### src/rtl/kbae_pkg.sv
// Shared types and constants for the K-line block acknowledge engine.
// No dependencies. Imported by every module of the block.
package kbae_pkg;

  // Block-length ceiling, total bytes including the length byte
  localparam int unsigned MAX_BLOCK   = 64;

  localparam int unsigned MAX_LEN_W   = 7;
  localparam int unsigned TIMEOUT_W   = 10;
  localparam int unsigned CFG_DATA_W  = 10;
  localparam int unsigned CFG_IDX_W   = 1;
  localparam int unsigned COUNT_W     = 9;
  localparam int unsigned ERRCNT_W    = 16;

  localparam int unsigned FIFO_DEPTH  = 4;
  localparam int unsigned FIFO_PTR_W  = $clog2(FIFO_DEPTH);

  localparam logic [MAX_LEN_W-1:0] MAX_LEN_RST = 7'd64;
  localparam logic [TIMEOUT_W-1:0] TIMEOUT_RST = 10'd1000;

  // Configuration register indexes
  localparam logic [CFG_IDX_W-1:0] CFG_MAX_LEN = 1'b0;
  localparam logic [CFG_IDX_W-1:0] CFG_TIMEOUT = 1'b1;

  // Input kind codes as they arrive on tuser
  localparam logic [2:0] KIND_LINE     = 3'd0;
  localparam logic [2:0] KIND_TICK     = 3'd1;
  localparam logic [2:0] KIND_HOST     = 3'd2;
  localparam logic [2:0] KIND_BEGIN_RX = 3'd3;
  localparam logic [2:0] KIND_SESSION  = 3'd4;

  localparam logic [7:0] FILL_BYTE = 8'hFF;

  typedef enum logic [2:0] {
    OP_LINE,
    OP_TICK,
    OP_HOST,
    OP_BEGIN_RX,
    OP_SESSION,
    OP_NOP
  } op_e;

  typedef enum logic [1:0] {
    PH_IDLE,
    PH_RX,
    PH_TX,
    PH_ACK
  } phase_e;

  typedef enum logic [1:0] {
    ERR_NONE,
    ERR_TIMEOUT,
    ERR_MISMATCH,
    ERR_TOO_LONG
  } err_e;

  // Classified item as it sits in the queue
  typedef struct packed {
    op_e        op;
    logic [7:0] data;
    logic       last;
    logic       is_fill;
  } item_t;

  typedef struct packed {
    logic full;
    logic empty;
  } q_status_t;

  // Result word, tx_valid in bit 0
  typedef struct packed {
    logic [1:0] pad;
    logic       session_active;
    logic [7:0] block_number;
    err_e       error_code;
    logic       block_done;
    logic [7:0] rx_byte;
    logic       rx_valid;
    logic [7:0] tx_byte;
    logic       tx_valid;
  } result_t;

endpackage

### src/rtl/kbae_front.sv
// Front stage: accepts input transactions, decodes the kind and registers the item.
// Depends on kbae_pkg.
module kbae_front (
  input  logic               clk_i,
  input  logic               rst_ni,
  input  logic               s_axis_tvalid,
  output logic               s_axis_tready,
  input  logic [7:0]         s_axis_tdata,   // data[7:0]
  input  logic [2:0]         s_axis_tuser,   // kind[2:0]
  input  logic               s_axis_tlast,
  input  kbae_pkg::q_status_t q_status_i,
  output logic               push_o,
  output kbae_pkg::item_t    item_o
);
  import kbae_pkg::*;

  logic  valid_q, valid_d;
  item_t item_q, item_d;
  op_e   op;

  always_comb begin
    unique case (s_axis_tuser)
      KIND_LINE:     op = OP_LINE;
      KIND_TICK:     op = OP_TICK;
      KIND_HOST:     op = OP_HOST;
      KIND_BEGIN_RX: op = OP_BEGIN_RX;
      KIND_SESSION:  op = OP_SESSION;
      default:       op = OP_NOP;
    endcase
  end

  assign push_o        = valid_q && !q_status_i.full;
  assign s_axis_tready = !valid_q || !q_status_i.full;
  assign item_o        = item_q;

  always_comb begin
    valid_d = valid_q;
    item_d  = item_q;
    if (push_o) begin
      valid_d = 1'b0;
    end
    if (s_axis_tvalid && s_axis_tready) begin
      valid_d        = 1'b1;
      item_d.op      = op;
      item_d.data    = s_axis_tdata;
      item_d.last    = s_axis_tlast;
      item_d.is_fill = (s_axis_tdata == FILL_BYTE);
    end
  end

  always_ff @(posedge clk_i or negedge rst_ni) begin
    if (!rst_ni) begin
      valid_q <= 1'b0;
    end else begin
      valid_q <= valid_d;
    end
  end

  always_ff @(posedge clk_i) begin
    item_q <= item_d;
  end

endmodule

### src/rtl/kbae_queue.sv
// Short item queue between the front stage and the protocol engine.
// Depends on kbae_pkg.
module kbae_queue (
  input  logic                clk_i,
  input  logic                rst_ni,
  input  logic                push_i,
  input  kbae_pkg::item_t     item_i,
  input  logic                pop_i,
  output kbae_pkg::item_t     item_o,
  output kbae_pkg::q_status_t status_o
);
  import kbae_pkg::*;

  item_t                  mem_q [FIFO_DEPTH];
  logic [FIFO_PTR_W-1:0]  wr_ptr_q, wr_ptr_d;
  logic [FIFO_PTR_W-1:0]  rd_ptr_q, rd_ptr_d;
  logic [FIFO_PTR_W:0]    count_q, count_d;

  assign status_o.full  = (count_q == (FIFO_PTR_W+1)'(FIFO_DEPTH));
  assign status_o.empty = (count_q == '0);
  assign item_o         = mem_q[rd_ptr_q];

  always_comb begin
    wr_ptr_d = wr_ptr_q;
    rd_ptr_d = rd_ptr_q;
    count_d  = count_q;
    if (push_i) begin
      wr_ptr_d = wr_ptr_q + 1'b1;
    end
    if (pop_i) begin
      rd_ptr_d = rd_ptr_q + 1'b1;
    end
    unique case ({push_i, pop_i})
      2'b10:   count_d = count_q + 1'b1;
      2'b01:   count_d = count_q - 1'b1;
      default: count_d = count_q;
    endcase
  end

  always_ff @(posedge clk_i or negedge rst_ni) begin
    if (!rst_ni) begin
      wr_ptr_q <= '0;
      rd_ptr_q <= '0;
      count_q  <= '0;
    end else begin
      wr_ptr_q <= wr_ptr_d;
      rd_ptr_q <= rd_ptr_d;
      count_q  <= count_d;
    end
  end

  always_ff @(posedge clk_i) begin
    if (push_i) begin
      mem_q[wr_ptr_q] <= item_i;
    end
  end

endmodule

### src/rtl/kbae_back.sv
// Protocol engine: block phase machine, counters, config registers and result register.
// Depends on kbae_pkg.
module kbae_back (
  input  logic                          clk_i,
  input  logic                          rst_ni,
  input  logic                          cfg_we_i,
  input  logic [kbae_pkg::CFG_IDX_W-1:0]  cfg_idx_i,
  input  logic [kbae_pkg::CFG_DATA_W-1:0] cfg_wdata_i,
  input  kbae_pkg::q_status_t           q_status_i,
  input  kbae_pkg::item_t               item_i,
  output logic                          pop_o,
  output logic                          m_axis_tvalid,
  input  logic                          m_axis_tready,
  output logic [31:0]                   m_axis_tdata
);
  import kbae_pkg::*;

  logic [MAX_LEN_W-1:0] max_len_q;
  logic [TIMEOUT_W-1:0] timeout_q;

  phase_e               phase_q, phase_d;
  logic                 session_q, session_d;
  logic [COUNT_W-1:0]   exp_total_q, exp_total_d;
  logic [COUNT_W-1:0]   seen_q, seen_d;
  logic [7:0]           blk_cnt_q, blk_cnt_d;
  logic [7:0]           await_q, await_d;
  logic [TIMEOUT_W-1:0] silence_q, silence_d;
  logic [ERRCNT_W-1:0]  to_errs_q, to_errs_d;
  logic [ERRCNT_W-1:0]  data_errs_q, data_errs_d;

  logic                 out_valid_q;
  result_t              out_q, res;
  logic [COUNT_W-1:0]   limit;
  logic                 fill;

  function automatic logic [ERRCNT_W-1:0] sat_inc(input logic [ERRCNT_W-1:0] v);
    return (&v) ? v : v + 1'b1;
  endfunction

  assign pop_o         = !q_status_i.empty && (!out_valid_q || m_axis_tready);
  assign m_axis_tvalid = out_valid_q;
  assign m_axis_tdata  = out_q;

  assign limit = ({2'b00, max_len_q} < COUNT_W'(MAX_BLOCK)) ?
                 {2'b00, max_len_q} : COUNT_W'(MAX_BLOCK);
  // 0xFF is filler unless it is the awaited acknowledge of a sent 0x00
  assign fill  = item_i.is_fill && !(phase_q == PH_ACK && await_q == FILL_BYTE);

  always_comb begin
    phase_d     = phase_q;
    session_d   = session_q;
    exp_total_d = exp_total_q;
    seen_d      = seen_q;
    blk_cnt_d   = blk_cnt_q;
    await_d     = await_q;
    silence_d   = silence_q;
    to_errs_d   = to_errs_q;
    data_errs_d = data_errs_q;
    res         = '0;

    unique case (item_i.op)
      OP_LINE: begin
        if (!fill && phase_q == PH_RX) begin
          silence_d   = '0;
          seen_d      = seen_q + 1'b1;
          res.rx_valid = 1'b1;
          res.rx_byte  = item_i.data;
          if (seen_d == COUNT_W'(1)) begin
            exp_total_d = {1'b0, item_i.data} + 1'b1;
            if (exp_total_d > limit) begin
              res.error_code = ERR_TOO_LONG;
              phase_d        = PH_IDLE;
            end
          end else if (seen_d == COUNT_W'(2) && item_i.data != blk_cnt_q) begin
            res.error_code = ERR_MISMATCH;
            data_errs_d    = sat_inc(data_errs_q);
            session_d      = 1'b0;
            phase_d        = PH_IDLE;
          end
          if (res.error_code == ERR_NONE) begin
            if (seen_d < exp_total_d) begin
              res.tx_valid = 1'b1;
              res.tx_byte  = ~item_i.data;
            end else begin
              res.block_done = 1'b1;
              blk_cnt_d      = blk_cnt_q + 1'b1;
              phase_d        = PH_IDLE;
            end
          end
        end else if (!fill && phase_q == PH_ACK) begin
          silence_d = '0;
          if (item_i.data == await_q) begin
            phase_d = PH_TX;
          end else begin
            res.error_code = ERR_MISMATCH;
            data_errs_d    = sat_inc(data_errs_q);
            session_d      = 1'b0;
            phase_d        = PH_IDLE;
          end
        end
      end
      OP_TICK: begin
        if (phase_q == PH_RX || phase_q == PH_ACK) begin
          if (!(&silence_q)) begin
            silence_d = silence_q + 1'b1;
          end
          if (silence_d >= timeout_q) begin
            res.error_code = ERR_TIMEOUT;
            to_errs_d      = sat_inc(to_errs_q);
            session_d      = 1'b0;
            phase_d        = PH_IDLE;
          end
        end
      end
      OP_HOST: begin
        if (phase_q == PH_IDLE || phase_q == PH_TX) begin
          res.tx_valid = 1'b1;
          res.tx_byte  = item_i.data;
          if (item_i.last) begin
            res.block_done = 1'b1;
            blk_cnt_d      = blk_cnt_q + 1'b1;
            phase_d        = PH_IDLE;
          end else begin
            await_d   = ~item_i.data;
            silence_d = '0;
            phase_d   = PH_ACK;
          end
        end
      end
      OP_BEGIN_RX: begin
        phase_d     = PH_RX;
        seen_d      = '0;
        exp_total_d = '0;
        silence_d   = '0;
      end
      OP_SESSION: begin
        session_d   = 1'b1;
        blk_cnt_d   = '0;
        phase_d     = PH_IDLE;
        seen_d      = '0;
        exp_total_d = '0;
        silence_d   = '0;
      end
      default: ;
    endcase

    res.block_number   = blk_cnt_d;
    res.session_active = session_d;
  end

  always_ff @(posedge clk_i or negedge rst_ni) begin
    if (!rst_ni) begin
      max_len_q <= MAX_LEN_RST;
      timeout_q <= TIMEOUT_RST;
    end else if (cfg_we_i) begin
      unique case (cfg_idx_i)
        CFG_MAX_LEN: max_len_q <= cfg_wdata_i[MAX_LEN_W-1:0];
        CFG_TIMEOUT: timeout_q <= cfg_wdata_i[TIMEOUT_W-1:0];
        default: ;
      endcase
    end
  end

  always_ff @(posedge clk_i or negedge rst_ni) begin
    if (!rst_ni) begin
      phase_q     <= PH_IDLE;
      session_q   <= 1'b0;
      exp_total_q <= '0;
      seen_q      <= '0;
      blk_cnt_q   <= '0;
      await_q     <= '0;
      silence_q   <= '0;
      to_errs_q   <= '0;
      data_errs_q <= '0;
    end else if (pop_o) begin
      phase_q     <= phase_d;
      session_q   <= session_d;
      exp_total_q <= exp_total_d;
      seen_q      <= seen_d;
      blk_cnt_q   <= blk_cnt_d;
      await_q     <= await_d;
      silence_q   <= silence_d;
      to_errs_q   <= to_errs_d;
      data_errs_q <= data_errs_d;
    end
  end

  // Result register: items that report nothing leave no transaction
  always_ff @(posedge clk_i or negedge rst_ni) begin
    if (!rst_ni) begin
      out_valid_q <= 1'b0;
    end else if (pop_o) begin
      out_valid_q <= res.tx_valid || res.rx_valid || res.block_done ||
                     (res.error_code != ERR_NONE);
    end else if (m_axis_tready) begin
      out_valid_q <= 1'b0;
    end
  end

  always_ff @(posedge clk_i) begin
    if (pop_o) begin
      out_q <= res;
    end
  end

endmodule

### src/rtl/kline_block_ack_engine_unit.sv
// Top level of the K-line block acknowledge engine.
// Depends on kbae_pkg, kbae_front, kbae_queue and kbae_back.

// Byte-level block layer of a K-line diagnostic link. Each input transaction
// carries a kind on s_axis_tuser (line byte, millisecond tick, host byte,
// begin receive, new session), a byte on s_axis_tdata and the end-of-block
// mark on s_axis_tlast. Items that have something to report produce one
// 32-bit result transaction; others produce none. The block sustains one
// item per clock while the output is not stalled: the front register, a
// four-entry queue and the engine's result register each pass one item per
// cycle. An accepted item passes through the front register and the queue
// into the result register, which presents its result. The queue lets input
// keep flowing while the output stalls, until the queue is full.
// Configuration writes (max block length, timeout ticks) must be made while
// the block is idle.
module kline_block_ack_engine_unit (
  input  logic                            clk_i,
  input  logic                            rst_ni,
  input  logic                            cfg_we_i,
  input  logic [kbae_pkg::CFG_IDX_W-1:0]  cfg_idx_i,
  input  logic [kbae_pkg::CFG_DATA_W-1:0] cfg_wdata_i,
  input  logic                            s_axis_tvalid,
  output logic                            s_axis_tready,
  input  logic [7:0]                      s_axis_tdata,   // data[7:0]
  input  logic [2:0]                      s_axis_tuser,   // kind[2:0]
  input  logic                            s_axis_tlast,
  output logic                            m_axis_tvalid,
  input  logic                            m_axis_tready,
  // tx_valid[0], tx_byte[8:1], rx_valid[9], rx_byte[17:10], block_done[18],
  // error_code[20:19], block_number[28:21], session_active[29], zero[31:30]
  output logic [31:0]                     m_axis_tdata
);
  import kbae_pkg::*;

  q_status_t q_status;
  item_t     push_item, pop_item;
  logic      push, pop;

  kbae_front u_front (
    .clk_i,
    .rst_ni,
    .s_axis_tvalid,
    .s_axis_tready,
    .s_axis_tdata,
    .s_axis_tuser,
    .s_axis_tlast,
    .q_status_i (q_status),
    .push_o     (push),
    .item_o     (push_item)
  );

  kbae_queue u_queue (
    .clk_i,
    .rst_ni,
    .push_i   (push),
    .item_i   (push_item),
    .pop_i    (pop),
    .item_o   (pop_item),
    .status_o (q_status)
  );

  kbae_back u_back (
    .clk_i,
    .rst_ni,
    .cfg_we_i,
    .cfg_idx_i,
    .cfg_wdata_i,
    .q_status_i (q_status),
    .item_i     (pop_item),
    .pop_o      (pop),
    .m_axis_tvalid,
    .m_axis_tready,
    .m_axis_tdata
  );

endmodule
### config.mk
export PLATFORM = sky130hd
export DESIGN_NAME = kline_block_ack_engine_unit
export DESIGN_NICKNAME = d
export VERILOG_FILES = /design/src/rtl/kbae_pkg.sv /design/src/rtl/kbae_front.sv /design/src/rtl/kbae_queue.sv /design/src/rtl/kbae_back.sv /design/src/rtl/kline_block_ack_engine_unit.sv
export SDC_FILE = /design/constraint.sdc
export NUM_CORES = 1
export LEC_CHECK = 0
export BUFFER_PORTS_ARGS = -buffer_cell sky130_fd_sc_hd__buf_4
export CAP_MARGIN = 25
export CORE_UTILIZATION = 45
export CTS_CLUSTER_SIZE = 14
export DETAILED_ROUTE_END_ITERATION = 10
export GPL_ROUTABILITY_DRIVEN = 0
export PLACE_DENSITY = 0.74
export SYNTH_ARGS = -nofsm -noshare
export SYNTH_HDL_FRONTEND = slang
export SYNTH_SLANG_ARGS = --single-unit
### constraint.sdc
create_clock -name clk_i -period 9.3 [get_ports clk_i]
set_input_delay 1.395 -clock clk_i [delete_from_list [all_inputs] [get_ports clk_i]]
set_output_delay 1.395 -clock clk_i [all_outputs]
set_load 0.005 [all_outputs]
-- Word-level counts from Yosys, hierarchy flattened
Memory sizes are Yosys's and may differ from the RTL's.
Cells that the tools add are included.
- register bits: 116
- memories: 1
- RAM bits: 52
- output and inout bits: 34
- memory list (memory ; words ; width ; rd ports ; clocked after memory_dff ; wr ports ; RTL line ; text):
    u_queue.mem_q ; 4 ; 13 ; 1 ; 0 ; 1 ; kbae_queue.sv:14 ; item_t mem_q [FIFO_DEPTH];
- $add $sub $neg: 8
- reduce and logical (&&, ||, !) cells: 42
- muxes and demuxes: 74
- bitwise gates (word level): 3
- equality and inequality tests: 26
- $lt $le $gt $ge: 4
- operators by type and width (kind ; number):
    $mux 10 ; 8
    $mux 9 ; 8
    $pmux 9 s2 ; 3
    $mux 2 ; 20
    $mux 8 ; 5
    $pmux 10 s4 ; 1
    $pmux 8 s3 ; 1
    $mux 1 ; 20
    $mux 19 ; 1
    $eq 8x8->1 const B ; 2
    $pmux 3 s5 ; 1
    $eq 3x2->1 const B ; 4
    $reduce_and 6->1 ; 2
    $add 10x1->10 const B ; 1
    $ge 10x10->1 ; 1
    $pmux 2 s5 ; 1
    $reduce_and 10->1 ; 1
    $reduce_bool 2->1 ; 5
    $add 8x1->9 const B ; 1
    $add 9x1->9 const B ; 1
    $eq 3x3->1 const B ; 3
    $eq 9x1->1 const B ; 1
    $eq 9x2->1 const B ; 1
    $gt 9x9->1 ; 1
    other kinds (32) ; 64

-- Depth between registers and ports, before layout
Gate-level depths: netlist of the first run.
- depth in word-level cells: 17
- mapped depth: 20
- mapped depth without buffers: 16

-- Hierarchy
Synthesis of the first run repeated with hierarchy kept, for this count alone.
- cell total of the unflattened synthesis: 766
- area, all modules: 8778.4 sq um
- by module, submodules not included (module ; cells each ; area an instance (sq um) ; times used ; seq. area each (sq um)):
    kbae_back ; 637 ; 5998.3 ; 1 ; 2536.2
    kbae_queue ; 105 ; 2303.5 ; 1 ; 1736.7
    kbae_front ; 24 ; 476.7 ; 1 ; 415.4

-- Worst setup path after synthesis of the first run
OpenSTA, ideal clock, no wires.
- kind: register to register
- start: register u_back.seen_q[0]
- end: register u_back.out_q, in the netlist u_back.m_axis_tdata[24], data pin
- slack: 4.911 ns
- stages on the path, launching flop included: 17
- arrival time: 4.129 ns
- library setup time: 0.261 ns
- cells stage by stage: dfrtp_1 ha_1 nand3_1 o31a_1 or3_1 buf_2 clkbuf_1 mux2i_1 ha_1 a21oi_1 o21ai_0 a211o_1 nor4_1 a211oi_2 a21boi_4 mux2_2 a221o_1
- longest elaborated chain between the ends: 11
- RTL lines (item ; RTL line ; text):
    start, declared ; kbae_back.sv:24 ; logic [COUNT_W-1:0] seen_q, seen_d;
    start signal, assigned ; kbae_back.sv:179 ; seen_q <= seen_d;
    $add 9x1->9 * ; kbae_back.sv:65 ; seen_d = seen_q + 1'b1;
    parallel branches: the longest is 7 deep, another holds $lt 9x9->1 ; -- ;
    $mux 8 * ; kbae_back.sv:80 ; if (res.error_code == ERR_NONE) begin
    $mux 8 * ; kbae_back.sv:63 ; if (!fill && phase_q == PH_RX) begin
    $pmux 8 s3 * ; kbae_back.sv:61 ; unique case (item_i.op)
    via u_back.blk_cnt_d[3] ; kbae_back.sv:25 ; logic [7:0] blk_cnt_q, blk_cnt_d;
    end signal, assigned ; kbae_back.sv:202 ; out_q <= res;
    end, declared ; kbae_back.sv:32 ; result_t out_q, res;
Mark *: on every way through the listed nets, which the timed path passes. The select of a mux whose other input is x is not followed.
A chain may end at the register's enable or synchronous reset.

-- Final worst setup path of the first run
Ends and elaborated chain as after synthesis.

==> metrics.md, run 1 <==
| Metric | Value |
|---|---|
| Share of layout cells above drive strength 1 | a little under a fifth |
| Post-Syn Area | 8660 um2 |
| R2r setup slk | approximately 4.3 ns |
| Post-CTS Hold Buffers | 0 |
| Via density | 5.74 |
| RSZ-0062 raised after global routing | no |
| Area taken by flip-flops and latches | 4690 um2 |
| Die height | approximately 140 um |
| # fillers | around 1600 |
| Final #Nets | between 800 and 900 |
| Vias | roughly 5900 |
| Post-DP HPWL | ~12000 um |
| Sequential fraction of the synthesis area | 54.2% |
| Initial core utilization | between 40% and 50% |
| Setup_tns | 0 ns |
| CTS Root Cell | clkbuf_16 |
| Setup crit end kind | flip-flop |
| Yosys warns | 0 |
| Setup CP Type | reg -> reg |
| Row count | 50 |
| DIE AREA | slightly below 20000 um2 |
| Area of the multi-input gates | ~3700 um2 |
| Routed len/inst | 17.3 um |
| Remaining Overflow, GRT | 0 |
| CP Data Arrival Time | approximately 5.2 ns |
| Leakage | 0.00409 uW |
| Fmax | about 200 MHz |
| WL final | around 18000 um |
| Crit path cell chain | ha_1 -> nand3_1 -> o31a_1 -> or3_1 -> nor4_1 -> a21oi_1 -> ha_1 -> a21oi_1 -> o211ai_1 -> a211o_1 -> nor4_1 -> a211oi_2 -> a21boi_4 -> mux2_2 -> a221o_1 |
| Design Area, Final | 9870 um2 |
| Area share of the largest cell type after synthesis | between 30% and 40% |
| Worst-case clock skew | ~0.013 ns |
| PD cells | around 320 nW/um2 |
| Initial antenna violation count | 0 |
| NetSw | ~1300 uW |
| Comb pwr share | around two fifths |
| CTS tree | built |
| Slew Limit Fails | 0 |
| Setup Viol. Count Final | 0 |
| CTS clk-pin slew, worst paths | approximately 0.080 ns |
| Switch share | around 40% |
| Slowest stage delay, CP | around 0.66 ns |
| Vias in the first global route | around 5600 |
| Synth area leader | edfxtp_1 |
| Pre-CTS WS | ~4.4 ns |
| Boundary pin count | 62 |
| Resized cells post-CTS | 0 |
| EDFF count, synth | 95 |
| Iteration count of the initial detailed-routing pass | 5 |
| Placed instance area | 9240 um2 |
| Utilization after layout | 52.6% |
| Total Routing Usage GR | about a fifth |
| Number of buffers added for setup after CTS | 0 |
| Clock power share | roughly 23% |
| CTS Buffer Depth | 2 |
| Tmin final | 5.04 ns |
| Syn Area/Cell | 11.8 um2 |
| Largest net degree at the start of global routing | 74 |
| Synth Flop Type | edfxtp_1 |
| Max-cap violations | 0 |
| # clock sinks | 168 |
| Worst VDD drop | roughly 0.00019 V |
| CP Max Fanout | 15 |
| Endpoints failing hold | 0 |
| Total core area | 18800 um2 |
| DRC Markers | 0 |
| Worst Max-Slew Pin Slew | 0.765 ns |
| Syn Inst Count | about 740 |
| Final setup margin | roughly 4.3 ns |
| Yosys reg bits | about 170 |
| Top cells by area, synth | edfxtp_1 (33%), dfrtp_1 (19%), ha_1 (5.2%) |
| Die W | between 100 and 150 um |
| Most frequent cell after synthesis | edfxtp_1 |
| Clock Latency Late Sink | between 0.4 and 0.5 ns |
| CTS buffer count | 17 |
| Power Internal | between 1500 and 2000 uW |
| Max_slew headroom | 48.6% |
| Status | finished, final reports clean |
| FFs w/ async S/R, synth | between 40% and 50% |
| ANT cells | 0 |
| Worst setup SP type | flip-flop |
| Initial drt markers | ~470 |
| Area Overhead vs Synth | 14.0% |
| Fin crit share | a little over half |
| Hold Path Class | reg -> reg |
| Worst EP required | 9.50 ns |
| # port buffers | 59 |
| Worst path slowest cell | or3_1 |
| Yosys cell types | between 70 and 80 |
| Most frequent cells after synthesis | edfxtp_1 (95), dfrtp_1 (66), nand2_1 (64) |
| Sequential share of power | between 30% and 40% |
| ANT nets after route | 0 |
| First-pass GRT wire length | approximately 29000 um |
| H-tree Lvls | 4 |
-- worst max-delay path: cells and delay by family (launching register included) --
family	cells	cell delay [ns]
fa+ha+maj	2	0.58
compound gates	8	1.77
mux	1	0.35
flops	1	0.48
simple gates	4	1.61
-- metal layers --
layer,track usage (%),part of all wire [%],up-vias
li1,-,-,2818
met2,31.2,48,187
met1,25.3,45,2864
met4,6.98,1.8,0
met3,3.70,5.1,29
met5,0,0,-
-- placed cells by master (no fill, tap or decap), types with 5 or more instances in the layout --
master,count
edfxtp_1,95
dfstp_2,7
o31ai_1,5
inv_1,30
nand2_1,64
and2_1,8
ha_1,36
mux4_2,13
a21o_1,6
a21oi_1,24
xnor2_1,34
a211oi_1,5
mux2_2,21
nor2_1,37
nor4_1,5
dfrtp_1,66
mux2i_1,20
o22ai_1,9
xor2_1,9
buf_4,64
nand2b_1,11
and3_1,19
a32o_1,9
a31oi_1,6
o21ai_0,43
nand4_1,14
nand3_1,28
clkbuf_16,17
-- layout make-up --
type / instances / share of cell area (%)
sequential: 168 / 47.5
clock buffer: 18 / 4.35
clock inverter: 14 / 1.77
multi-input combinational: 496 / 37.1
timing repair buffer: 65 / 5.15
inverter: 32 / 1.22
tap: 234 / 2.97
-- cell families (layout without fill, tap and decap cells) --
group	count (synthesis)	after routing	synth area share, %
other cells	1	2	0.0433
flops	168	168	54.2
compound gates	149	149	11.8
xor+xnor	43	43	4.35
simple gates	211	211	12.2
fa+ha+maj	37	37	5.43
mux	54	54	8.43
buf+inv	73	129	3.64
-- final timing paths --
| kind | to | from | depth (start not counted) |
|---|---|---|---|
| max | u_back.m_axis_tdata[24] | u_back.seen_q[0] | 15 |
| min | u_back.exp_total_q[6] | u_back.exp_total_q[6] | 2 |
| max reg2reg | u_back.m_axis_tdata[24] | u_back.seen_q[0] | 15 |
| min reg2reg | u_back.exp_total_q[6] | u_back.exp_total_q[6] | 2 |
| max in group asynchronous | u_back.timeout_q[6] | rst_ni | 2 |
| min in group asynchronous | u_queue.wr_ptr_q[1] | rst_ni | 1 |
-- flip-flops by register name (all words and copies together) (netlist names), 8 cells and up --
signal	flops
u_queue.mem_q	52
u_back.m_axis_tdata	30
u_front.item_o	13
u_back.silence_q	10
u_back.timeout_q	10
u_back.exp_total_q	9
u_back.seen_q	9
u_back.await_q	8
u_back.blk_cnt_q	8
-- power by group through the flow --
stage	Combinational (uW)	Clock (uW)	Sequential, uW
finish	1330	720	1140
detailed placement	1320	0	1150
floorplan	967	0	1120
CTS	1320	730	1140
global route	1460	757	1160
global placement	1290	0	1140
-- metrics by stage --
step	std cells	hold slack, ns	total power, uW
final	1027	0.491	3190
after global routing	1027	0.515	3380
after CTS	1026	0.498	3190
after detailed placement	994	0.478	2470
after global placement	994	0.468	2430
after floorplan	737	0.450	2080
(Power assumes the default switching activity.)
==> run 2: changes to the inputs <==
Settings changed: PLACE_DENSITY 0.74 to 0.77.
Clock period 9.3 ns to 4.31 ns, I/O delays scaled along.
==> run 2 against run 1 <==
Against the previous run:
- register-to-register slack got worse by 4.1 ns
- setup slack got worse by 4.1 ns
- sequential power rose by 110%
==> metrics.md, run 2 (same netlist as run 1, synthesis figures left out) <==
| Metric | Value |
|---|---|
| Largest Register | u_queue.mem_q |
| Worst reg2reg endpoint | u_back.m_axis_tdata[24] |
| Routed len/inst | 17.7 um (+2.4%) |
| First-pass GRT wire length | 30200 um (+3.8%) |
| Initial core utilization | 46.1% (unchanged) |
| Total Routing Usage GR | 19.7% (+0.64 points) |
| CTS clk-pin slew, worst paths | 0.07 ns (about the same) |
| # placed instances | 1011 (+1.7%) |
| Die W | 141 um (unchanged) |
| Final #Nets | 865 (+2.4%) |
| Largest net degree at the start of global routing | 74 (unchanged) |
| CTS Buffer Depth | 2 (unchanged) |
| Most frequent cells in the layout | edfxtp_1 (95), buf_4 (80), nand2_1 (64) |
| Vias in the first global route | 5875 (+5.8%) |
| Cells on worst reg2reg path | 16 (+1) |
| Row count | 50 (unchanged) |
| Initial drt markers | 490 (+3.6%) |
| Boundary pin count | 62 (unchanged) |
| Iteration count of the initial detailed-routing pass | 5 (unchanged) |
| Min-delay src | s_axis_tlast |
| R2r setup slk | 0.17 ns (-4.09 ns) |
| Worst Max-Slew Pin Slew | 0.703 ns (-0.0617 ns) |
| Tmin final | 4.14 ns (-0.898 ns) |
| Max reg flops | 52 (unchanged) |
| Setup crit end kind | flip-flop |
| Slew Limit Fails | 0 (unchanged) |
| # port buffers | 59 (unchanged) |
| Hold WS | 0.377 ns (-0.113 ns) |
| Design Area, Final | 10100 um2 (+2.4%) |
| Via density | 5.78 (+0.72%) |
| Non-filler cells, final | 1047 (+1.9%) |
| Post-DP HPWL | 12800 um (+3.3%) |
| ANT cells | 0 (unchanged) |
| CTS tree | built |
| Tot Pwr | 7090 uW (+120%) |
| Worst EP required | 4.51 ns (-4.99 ns) |
| Crit-path most repeated cell | buf_4 |
| DRC Markers | 0 (unchanged) |
| Clock Latency Late Sink | 0.44 ns (about the same) |
| CP Data Arrival Time | 4.34 ns (-0.89 ns) |
| Most common cell after layout, fill and taps aside | edfxtp_1 |
| Remaining Overflow, GRT | 0 (unchanged) |
| Endpoints failing hold | 0 (unchanged) |
| Placed instance area | 9370 um2 (+1.4%) |
| End of the worst hold path | u_front.item_o[1] |
| Setup Viol. Count Final | 0 (unchanged) |
| DIE AREA | 19800 um2 (unchanged) |
| Area Overhead vs Synth | 16.8% |
| Slowest stage delay, CP | 0.42 ns (-0.24 ns) |
| Total core area | 18800 um2 (unchanged) |
| Worst hold path depth | 1 (-1) |
| Die height | 141 um (unchanged) |
| WL final | 18600 um (+4.4%) |
| PD cells | 701 nW/um2 (+120%) |
| ANT nets after route | 0 (unchanged) |
| # clock sinks | 168 (unchanged) |
| Worst-case clock skew | 0.0125 ns (-0.000234 ns) |
| Hold Path Class | in -> reg |
| Vias | 6056 (+2.7%) |
| Initial antenna violation count | 0 (unchanged) |
| Max-cap violations | 0 (unchanged) |
| Utilization after layout | 53.9% (+1.3 points) |
| Max_slew headroom | 52.7% (+4.1 points) |
| Setup CP Type | reg -> reg |
| Leakage | 0.00419 uW (+2.6%) |
| H-tree Lvls | 4 (unchanged) |
| Share of layout cells above drive strength 1 | 22.1% (+3.6 points) |
| Reg-to-reg startpoint | u_back.seen_q[0] |
| Worst VDD drop | 0.000416 V (+120%) |
| CTS buffer count | 17 (unchanged) |
| Worst setup SP type | flip-flop |
| CP Max Fanout | 8 (-7) |
| CTS Root Cell | clkbuf_16 |
| Fin crit share | 96.1% (+42 points) |
| Worst path slowest cell | or3_4 |
| Fmax | 242 MHz (+22%) |
| Status | finished, final reports clean |
| Crit path cell chain | buf_4 -> and4_4 -> mux2i_1 -> o31a_1 -> or3_4 -> buf_4 -> mux2i_2 -> ha_1 -> a21oi_2 -> o21ai_1 -> a211o_1 -> nor4_4 -> a211oi_2 -> a21boi_4 -> mux2_2 -> a221o_1 |
run 2: layout make-up:
cell class                 count  area (um2)
timing repair buffer          85         672
fill                        1587        8660
clock buffer                  17         425
sequential                   168        4690
tap                          234         293
multi-input combinational    496        3720
clock inverter                15         186
inverter                      32         120
run 2: worst max path at each step:
stage                startpoint  slack, ns                       to  depth (start not counted)
4_1_cts        u_back.seen_q[0]       0.03  u_back.m_axis_tdata[24]                         16
3_5_place_dp   u_back.seen_q[0]   -0.00005  u_back.m_axis_tdata[24]                         15
3_3_place_gp   u_back.seen_q[0]       0.15  u_back.m_axis_tdata[24]                         15
5_1_grt        u_back.seen_q[0]    -0.0009  u_back.m_axis_tdata[21]                         17
2_1_floorplan  u_back.seen_q[0]       0.05  u_back.m_axis_tdata[24]                         16
6_report       u_back.seen_q[0]       0.17  u_back.m_axis_tdata[24]                         16
run 2: worst max-delay path, delay by kind of cell (launching register included):
kind            cells  cell delay (ns)
compound gates      7             1.45
simple gates        3             0.79
mux                 3             0.58
buf+inv             2             0.35
flops               1             0.39
fa+ha+maj           1             0.37
run 2: report_power, final:
group          switching (uW)  total [uW]  leakage, uW  internal (uW)
clock                     726        1560     0.000294            833
sequential                237        2440      0.00186           2200
combinational            1850        3090      0.00204           1240
run 2: layer usage:
metal  GRT usage (%)  up-vias  share of wire [%]
met4            8.24        0                2.7
met1            26.3     2952                 45
li1                -     2866                  -
met5               0        -                  0
met3            4.28       36                5.3
met2            31.4      202                 47
run 2: repair_timing:
| action | CTS | global route |
|---|---|---|
| pin swaps | 0 | 5 |
| hold buffers | 0 | 1 |
| resized for setup | 1 | 19 |
| buffers inserted | 0 | 2 |
| setup endpoints to repair | 1 | 21 |
| hold endpoints to repair | 0 | 1 |
run 2: through the flow:
stage	setup slack [ns]	setup TNS, ns
final	0.170	0
after global routing	-0.000872	-0.000872
after CTS	0.0257	0
after detailed placement	-0.0000493	-0.0000493
after global placement	0.154	0
after floorplan	0.0494	0
